### src/hdl/pfsd_pkg.sv
// Shared constants and result codes for the palette file stream decoder.
package pfsd_pkg;

	localparam int unsigned MAX_COLORS_DEF = 256;

	localparam int unsigned LEN_W   = 32;
	localparam int unsigned BYTE_W  = 8;
	localparam int unsigned CNT_W   = 9;
	localparam int unsigned IDX_W   = 8;
	localparam int unsigned RAW_W   = 16;
	localparam int unsigned CH_W    = 8;
	localparam int unsigned IN_TDATA_W  = 8;
	localparam int unsigned OUT_TDATA_W = 72;

	// Header layout, byte offsets within the file
	localparam logic [LEN_W-1:0] HDR_END     = 32'd40;
	localparam logic [LEN_W-1:0] HDR_LAST    = 32'd39;
	localparam logic [LEN_W-1:0] MAGIC_B_POS = 32'h10;
	localparam logic [LEN_W-1:0] SIZE_POS    = 32'h20;

	// Magic words, first file byte in the low lane
	localparam logic [31:0] MAGIC_HEAD = 32'h4E43_4C52; // "RLCN"
	localparam logic [31:0] MAGIC_PLTT = 32'h504C_5454; // "TTLP"

	localparam logic [CH_W-1:0] ALPHA_OPAQUE = 8'd255;

	typedef enum logic {
		KIND_COLOUR = 1'b0,
		KIND_STATUS = 1'b1
	} result_kind_t;

	// Widen a five-bit channel to eight bits by replicating its top bits
	function automatic logic [CH_W-1:0] widen5(input logic [4:0] v);
		widen5 = {v, v[4:2]};
	endfunction

endpackage

### src/hdl/palette_file_stream_decoder.sv
// Palette file stream decoder: header check, colour count, BGR555 to RGBA8888 expansion.
// An accepted byte passes the input register, then the result register, to reach m_tvalid.
// One byte per cycle unless m_tready stalls; the result register frees as it is taken.
// Per-byte work is a position compare, a byte merge and the count cap at byte 39.
// Reset (arst_n low): file length 0, byte position 0, all parse state cleared, no result.
module palette_file_stream_decoder
	import pfsd_pkg::*;
#(
	parameter int unsigned MAX_COLORS = MAX_COLORS_DEF
) (
	input  logic                   clk,
	input  logic                   arst_n,
	// configuration: file length
	input  logic                   cfg_valid,
	output logic                   cfg_ready,
	input  logic [LEN_W-1:0]       cfg_data,
	// file bytes in
	input  logic                   s_tvalid,
	output logic                   s_tready,
	input  logic [IN_TDATA_W-1:0]  s_tdata,   // [7:0] file_byte
	// results out
	output logic                   m_tvalid,
	input  logic                   m_tready,
	output logic [OUT_TDATA_W-1:0] m_tdata,   // [0] header_error, [9:1] colour_total,
	                                           // [17:10] colour_index, [33:18] raw_colour,
	                                           // [41:34] red, [49:42] green, [57:50] blue,
	                                           // [65:58] alpha, [71:66] zero
	output logic                   m_tuser,   // [0] result_kind
	output logic                   m_tlast    // final_colour
);

	// ---------------------------------------------------------------
	// Configuration: keep the values derived from the length,
	// so the per-byte path needs only compares.
	// ---------------------------------------------------------------
	logic [LEN_W-1:0] fl_hdr_q;   // length minus header size
	logic [LEN_W-1:0] fl_last_q;  // length minus one
	logic             fl_short_q; // length below header size
	logic             fl_zero_q;

	assign cfg_ready = 1'b1;

	always_ff @(posedge clk or negedge arst_n) begin
		if (!arst_n) begin
			fl_hdr_q   <= '0 - HDR_END;
			fl_last_q  <= '1;
			fl_short_q <= 1'b1;
			fl_zero_q  <= 1'b1;
		end else if (cfg_valid && cfg_ready) begin
			fl_hdr_q   <= cfg_data - HDR_END;
			fl_last_q  <= cfg_data - LEN_W'(1);
			fl_short_q <= (cfg_data < HDR_END);
			fl_zero_q  <= (cfg_data == '0);
		end
	end

	// ---------------------------------------------------------------
	// Input register
	// ---------------------------------------------------------------
	logic              vld_s1;
	logic [BYTE_W-1:0] byte_s1;
	logic              adv;   // result register can take the next outcome
	logic              go;    // input register item is processed this cycle

	assign adv      = !m_tvalid || m_tready;
	assign go       = vld_s1 && adv;
	assign s_tready = !vld_s1 || adv;

	always_ff @(posedge clk or negedge arst_n) begin
		if (!arst_n) begin
			vld_s1 <= 1'b0;
		end else if (s_tready) begin
			vld_s1 <= s_tvalid;
		end
	end

	always_ff @(posedge clk) begin
		if (s_tvalid && s_tready) begin
			byte_s1 <= s_tdata[BYTE_W-1:0];
		end
	end

	// ---------------------------------------------------------------
	// Parse state
	// ---------------------------------------------------------------
	logic [LEN_W-1:0]  pos_q;
	logic [LEN_W-1:0]  size_q;
	logic [BYTE_W-1:0] held_q;
	logic              failed_q;
	logic [CNT_W-1:0]  expected_q;
	logic [CNT_W-1:0]  sent_q;

	// state as seen by the current byte (a new file starts clean)
	logic              first;
	logic [LEN_W-1:0]  size_b;
	logic              failed_b;
	logic [CNT_W-1:0]  expected_b;
	logic [CNT_W-1:0]  sent_b;

	// next state
	logic [LEN_W-1:0]  pos_d;
	logic [LEN_W-1:0]  size_d;
	logic [BYTE_W-1:0] held_d;
	logic              failed_d;
	logic [CNT_W-1:0]  expected_d;
	logic [CNT_W-1:0]  sent_d;

	// outcome
	logic              emit;
	result_kind_t      kind_d;
	logic              err_d;
	logic [CNT_W-1:0]  total_d;
	logic [IDX_W-1:0]  index_d;
	logic [RAW_W-1:0]  raw_d;
	logic [CH_W-1:0]   alpha_d;
	logic              final_d;

	// colour count
	logic              size_sel;
	logic [LEN_W-1:0]  size_eff;
	logic [LEN_W-2:0]  half;
	logic [CNT_W-1:0]  count;

	// header position decode
	logic              in_magic_a;
	logic              in_magic_b;
	logic              in_size;
	logic              at_hdr_last;
	logic              in_body;
	logic [1:0]        lane;
	logic [RAW_W-1:0]  raw_w;

	assign first       = (pos_q == '0);
	assign size_b      = first ? '0 : size_q;
	assign failed_b    = first ? fl_short_q : failed_q;
	assign expected_b  = first ? '0 : expected_q;
	assign sent_b      = first ? '0 : sent_q;

	assign lane        = pos_q[1:0];
	assign in_magic_a  = (pos_q < LEN_W'(4));
	assign in_magic_b  = (pos_q >= MAGIC_B_POS) && (pos_q < MAGIC_B_POS + LEN_W'(4));
	assign in_size     = (pos_q >= SIZE_POS) && (pos_q < SIZE_POS + LEN_W'(4));
	assign at_hdr_last = (pos_q == HDR_LAST);
	assign in_body     = (pos_q >= HDR_END);
	assign raw_w       = {byte_s1, held_q};

	// Fall back to the bytes left in the file when the size is zero or overruns it;
	// a length short of the header wraps that remainder huge, so clamp straight to the cap.
	assign size_sel = (size_b == '0) || fl_short_q || (size_b > fl_hdr_q);
	assign size_eff = size_sel ? fl_hdr_q : size_b;
	assign half     = size_eff[LEN_W-1:1];
	assign count    = (fl_short_q || (half > (LEN_W-1)'(MAX_COLORS))) ?
	                  CNT_W'(MAX_COLORS) : half[CNT_W-1:0];

	always_comb begin
		size_d     = size_b;
		held_d     = held_q;
		failed_d   = failed_b;
		expected_d = expected_b;
		sent_d     = sent_b;
		emit       = 1'b0;
		kind_d     = KIND_STATUS;
		err_d      = 1'b0;
		total_d    = '0;
		index_d    = '0;
		raw_d      = '0;
		alpha_d    = '0;
		final_d    = 1'b0;

		if (first && fl_short_q) begin
			// short file: report once on its first byte
			emit  = 1'b1;
			err_d = 1'b1;
		end

		if (!failed_b) begin
			if (in_magic_a) begin
				if (byte_s1 != MAGIC_HEAD[8*lane +: 8]) begin
					failed_d = 1'b1;
				end
			end else if (in_magic_b) begin
				if (byte_s1 != MAGIC_PLTT[8*lane +: 8]) begin
					failed_d = 1'b1;
				end
			end else if (in_size) begin
				size_d = size_b | (LEN_W'(byte_s1) << (8*lane));
			end else if (at_hdr_last) begin
				emit       = 1'b1;
				total_d    = count;
				expected_d = count;
			end else if (in_body) begin
				if (!pos_q[0]) begin
					// even body offset: hold the low byte of the word
					held_d = byte_s1;
				end else if (sent_b < expected_b) begin
					emit    = 1'b1;
					kind_d  = KIND_COLOUR;
					index_d = sent_b[IDX_W-1:0];
					raw_d   = raw_w;
					alpha_d = (sent_b == '0) ? '0 : ALPHA_OPAQUE;
					final_d = (sent_b + CNT_W'(1) == expected_b);
					sent_d  = sent_b + CNT_W'(1);
				end
			end
		end else if (at_hdr_last && !fl_short_q) begin
			// bad magic: report at the end of the header
			emit  = 1'b1;
			err_d = 1'b1;
		end

		// wrap at the last byte of the file; a zero length wraps every byte
		if (fl_zero_q || (pos_q >= fl_last_q)) begin
			pos_d = '0;
		end else begin
			pos_d = pos_q + LEN_W'(1);
		end
	end

	always_ff @(posedge clk or negedge arst_n) begin
		if (!arst_n) begin
			pos_q      <= '0;
			size_q     <= '0;
			held_q     <= '0;
			failed_q   <= 1'b0;
			expected_q <= '0;
			sent_q     <= '0;
		end else if (go) begin
			pos_q      <= pos_d;
			size_q     <= size_d;
			held_q     <= held_d;
			failed_q   <= failed_d;
			expected_q <= expected_d;
			sent_q     <= sent_d;
		end
	end

	// ---------------------------------------------------------------
	// Result register: load on every processed byte that yields a result,
	// drop the valid when taken with nothing new behind it.
	// ---------------------------------------------------------------
	result_kind_t     kind_s2;
	logic             err_s2;
	logic [CNT_W-1:0] total_s2;
	logic [IDX_W-1:0] index_s2;
	logic [RAW_W-1:0] raw_s2;
	logic [CH_W-1:0]  alpha_s2;
	logic             final_s2;

	always_ff @(posedge clk or negedge arst_n) begin
		if (!arst_n) begin
			m_tvalid <= 1'b0;
		end else if (adv) begin
			m_tvalid <= go && emit;
		end
	end

	always_ff @(posedge clk) begin
		if (go && emit) begin
			kind_s2  <= kind_d;
			err_s2   <= err_d;
			total_s2 <= total_d;
			index_s2 <= index_d;
			raw_s2   <= raw_d;
			alpha_s2 <= alpha_d;
			final_s2 <= final_d;
		end
	end

	// red sits in the low five bits of the BGR555 word
	assign m_tdata = {6'b0,
	                  alpha_s2,
	                  widen5(raw_s2[14:10]),
	                  widen5(raw_s2[9:5]),
	                  widen5(raw_s2[4:0]),
	                  raw_s2,
	                  index_s2,
	                  total_s2,
	                  err_s2};
	assign m_tuser = kind_s2;
	assign m_tlast = final_s2;

`ifndef SYNTH
	// a colour result never carries status fields
	a_colour_no_status: assert property (@(posedge clk) disable iff (!arst_n)
		m_tvalid && (m_tuser == KIND_COLOUR) |-> (m_tdata[9:0] == '0))
		else $error("colour result carries status fields");

	// the last-colour mark only appears on colour results
	a_last_is_colour: assert property (@(posedge clk) disable iff (!arst_n)
		m_tvalid && m_tlast |-> (m_tuser == KIND_COLOUR))
		else $error("tlast on a status result");

	// never send more colours than the header announced
	a_sent_bound: assert property (@(posedge clk) disable iff (!arst_n)
		sent_q <= expected_q)
		else $error("colour count exceeds announced total");

	// an error status reports no colours
	a_err_no_total: assert property (@(posedge clk) disable iff (!arst_n)
		m_tvalid && (m_tuser == KIND_STATUS) && m_tdata[0] |-> (m_tdata[9:1] == '0))
		else $error("error status with nonzero total");
`endif

endmodule

### config.mk
export PLATFORM = sky130hd
export DESIGN_NAME = palette_file_stream_decoder
export DESIGN_NICKNAME = d
export VERILOG_FILES = /design/src/hdl/pfsd_pkg.sv /design/src/hdl/palette_file_stream_decoder.sv
export SDC_FILE = /design/constraint.sdc
export NUM_CORES = 1
export LEC_CHECK = 0
export BUFFER_PORTS_ARGS = -buffer_cell sky130_fd_sc_hd__buf_2
export CAP_MARGIN = 0
export CORE_AREA = 5 5 168 138
export DETAILED_ROUTE_END_ITERATION = 7
export DIE_AREA = 0 0 173 143
export GPL_TIMING_DRIVEN = 0
export HOLD_SLACK_MARGIN = 0.06
export PLACE_DENSITY = 0.85
export SETUP_SLACK_MARGIN = 0.3
export SYNTH_ARGS = -nofsm -noshare
export SYNTH_HDL_FRONTEND = slang
export SYNTH_SLANG_ARGS = --single-unit
### constraint.sdc
create_clock -name clk -period 12.8 [get_ports clk]
set_clock_uncertainty 0.1 [all_clocks]
set_input_delay 1.28 -clock clk [delete_from_list [all_inputs] [get_ports clk]]
set_output_delay 1.28 -clock clk [all_outputs]
set_load 0.05 [all_outputs]
==> summary.md <==
| Metric | Value |
|---|---|
| Outcome | `complete, no violations` |
| DR WL/cell | `19.42 um` |
| Layout cell share with drive strength beyond 1 | `19.78%` |
| Met2 WL | `14.65 mm` |
| Pre-CTS WS | `6.364 ns` |
| CTS Buffer Depth | `3` |
| Worst VDD drop | `0.08916 mV` |
| Initial DRC count | `965` |
| Slew HR | `26.69%` |
| Crit path time final | `6.701 ns` |
| Diode count | `0` |
| Ys async rst share | `77.94%` |
| Kind of critical path | `flip-flop to flip-flop` |
| CTS Buf Count | `22` |
| R2r setup slk | `6.10 ns` |
| Vias in the first global route | `10109` |
| Synth Cell Area | `12330 um^2` |
| Peak Freq | `149.2 MHz` |
| Post-Syn Instances | `1285` |
| WP data required | `13.05 ns` |
| Starting Density | `58.02%` |
| P&R area growth vs syn | `13.84%` |
| Cts hold-fix bufs | `0` |
| Routed vias/inst | `5.977` |
| Sequential element share of the synthesized area | `43.84%` |
| CTS tree | `yes` |
| Finish-stage setup viols | `0` |
| Worst-margin pin slew | `1.097 ns` |
| H-tree depth | `1` |
| Multi-input gate area | `6162 um^2` |
| Synth cell types | `70` |
| M1 wire length | `14.22 mm` |
| Setup ws final | `6.099 ns` |
| Synth warn | `0` |
| Chip height | `143 um` |
| Drt pass-1 iters | `5` |
| Register bit total from synthesis | `204` |
| Residual DRC | `0` |
| Final TNS setup | `0 ns` |
| Core Area | `21260 um^2` |
| Final hold violation count | `0` |
| Gr ovfl total | `0` |
| Clk Latency, worst-skew pair | `0.51 ns` |
| RD Place Congestion | `0.9826` |
| GRT Total Usage | `26.65%` |
| Routed Antenna Nets | `0` |
| Cts repair resizes | `0` |
| Slowest cell on the critical path | `nor4_1` |
| Critical Path End Type | `flip-flop` |
| Setup crit start kind | `flip-flop` |
| Max FO, Critical Path | `10` |
| Post-DP HPWL | `24.76 mm` |
| Clk root buf | `clkbuf_16` |
| Final nets | `1551` |
| Leakage Power | `6.578 nW` |
| Die area | `24740 um^2` |
| Io pins | `122` |
| Initial antenna violation count | `0` |
| Clk slew on worst S/H paths | `0.06 ns` |
| Period utilization | `52.35%` |
| Largest stage delay on the critical path | `0.68 ns` |
| Post-CTS Setup Repair Bufs | `0` |
| CTS Sinks | `204` |
| Critical-path cell list | `nor4_1 > nand2_1 > nor4_4 > nand4b_4 > clkbuf_1 > clkbuf_1 > clkbuf_1 > clkbuf_1 > and2_1 > ha_1 > nand4_1 > nor3_1 > and3_1 > a221o_1 > a311oi_1 > o21ai_1 > mux2i_1 > or4_1 > nor2b_1` |
| Syn Area/Cell | `9.599 um^2` |
| Port Buffers | `104` |
| Final Max Slew Viols | `0` |
| CP bufs+invs | `4` |
| Die X | `173 um` |
| Critical Path AT | `6.96 ns` |
| EDFF count, synth | `45` |
| Most frequent CP cell | `clkbuf_1` |
| Met3 WL | `3.426 mm` |
| Max-capacitance violation count | `0` |
| First-pass GRT wire length | `53.27 mm` |
| DR vias | `10226` |
| Critical path's top delay family | `simple AND/OR/NAND/NOR gates` |
| Worst Hold Class | `flip-flop to flip-flop` |
| # fillers | `1675` |
| Pin count of the biggest net entering global routing | `97` |
| Reg area | `5408 um^2` |
| Routed WL | `33.23 mm` |
| Top FF cell, synth | `dfrtp_1` |
| Row Count | `48` |
| Pwr/cell area | `124.9 nW/um^2` |
| Uppermost layer routed | `met4` |
| RSZ-0062 raised after global routing | `false` |
==> flip-flops by register name (all words and copies together), names as in the netlist, 8 cells and up <==
signal,flops
index_s2,8
fl_last_q,32
pos_q,32
sent_q,9
byte_s1,8
total_s2,9
expected_q,9
fl_hdr_q,32
raw_s2,16
size_q,32
held_q,8
==> cells in the final DEF (no fill, tap or decap), drive strengths merged, types with 5 or more instances in the layout <==
master and n:
a22o 39, buf 151, mux2 20, dfrtp 97
nor4 37, dfstp 62, nand2 85, nor2 145
nand3b 5, a21o 13, clkbuf 76, a21oi 87
ha 86, and2 61, o21ai 43, nand3 28
nand4 20, nor3b 6, edfxtp 45, or4 7
clkinv 6, a211oi 6, inv 79, and4 5
and3 16, xnor2 54, conb 7, nor2b 13
xor2 48, nand2b 9, nor3 25, or3 8
==> final cells by class <==
class | count | area share, %
multi-input cells | 915 | 43.89
well taps | 275 | 2.451
repair buffers | 106 | 4.090
inverters | 79 | 2.112
flip-flops and latches | 204 | 38.51
clock inverters | 11 | 1.096
plain buffers | 92 | 3.520
clock buffers | 29 | 4.331
==> per-layer routing <==
metal  vias up  global-route usage (%)
met2       468                   41.64
met5         -                       0
met1      4989                   37.20
li1       4692                       -
met4         0                   7.389
met3        77                   7.094
==> per-stage QoR <==
| step | hold slack [ns] | cells | power [mW] | utilization, % | instance area [um^2] |
|---|---|---|---|---|---|
| after floorplan | 0.3508 | 1290 | 0.9655 | - | 12350 |
| after global placement | 0.3786 | 1669 | 1.058 | 62.17 | 13220 |
| after detailed placement | 0.3840 | 1671 | 1.072 | 62.46 | 13280 |
| after CTS | 0.3970 | 1711 | 1.752 | 66.04 | 14040 |
| after global routing | 0.4178 | 1711 | 1.825 | 66.04 | 14040 |
| final | 0.4008 | 1711 | 1.754 | 66.04 | 14040 |
==> cells by family (layout without fill, tap and decap cells) <==
kind of cell	count (synthesis)	in the layout	share of synthesized area (%)
AOI/OAI and AO/OA	221	221	11.49
xor gates and xnor gates	102	102	7.304
adders and majority gates	86	86	8.724
buffers and inverters	171	317	6.411
DFF	204	204	43.84
muxes	22	22	1.988
other	2	7	0.06089
and+or+nand+nor	477	477	20.18
==> where the power goes <==
group	switching, mW	internal, mW	total, mW	leakage [nW]
logic	0.207	0.113	0.320	3.75
registers	0.0426	0.711	0.754	2.46
clock network	0.265	0.415	0.680	0.370
total	0.515	1.24	1.75	6.58
==> worst paths after layout <==
check | from | endpoint | cells after the start
max | pos_q[21] | total_s2[1] | 19
min | expected_q[0] | expected_q[0] | 1
max reg2reg | pos_q[21] | total_s2[1] | 19
min reg2reg | expected_q[0] | expected_q[0] | 1
max in group asynchronous | arst_n | fl_hdr_q[18] | 2
min in group asynchronous | arst_n | pos_q[23] | 1
==> cells in the mapped netlist, types with 3 or more instances <==
master      n  area, um^2
nand3_1    28       140.1
mux2_2     20       225.2
nand4_1    19       118.9
ha_1       86        1076
nand3b_1    5       37.54
and4_1      5       43.79
o21a_1      3       22.52
edfxtp_1   45        1351
nor4_2      5       62.56
nor4_1     31       193.9
and3_1     16       100.1
nor3_1     21       105.1
buf_4      39       292.8
nor3b_1     4       30.03
nor2_1    145       544.3
or3_1       8       50.05
dfrtp_1    97        2427
nand2_1    84       315.3
and2_1     61       381.6
or4_1       7       52.55
xor2_1     47       411.6
dfstp_2    62        1629
o22ai_1     3       18.77
a21oi_1    87       435.4
inv_1      77       289.0
clkbuf_1   47       176.4
xnor2_1    54       473.0
a21o_1     13       97.59
nand2b_1    9       56.30
nor2b_1    13       81.33
nor3_2      4       40.04
o21ai_0    32       160.2
o21ai_1    11       55.05
a211oi_1    6       45.04
a31oi_1     4       25.02
buf_1       4       15.01
o31ai_1     4       30.03
a22o_1     39       341.6
Power figures use the tool's default switching activity.
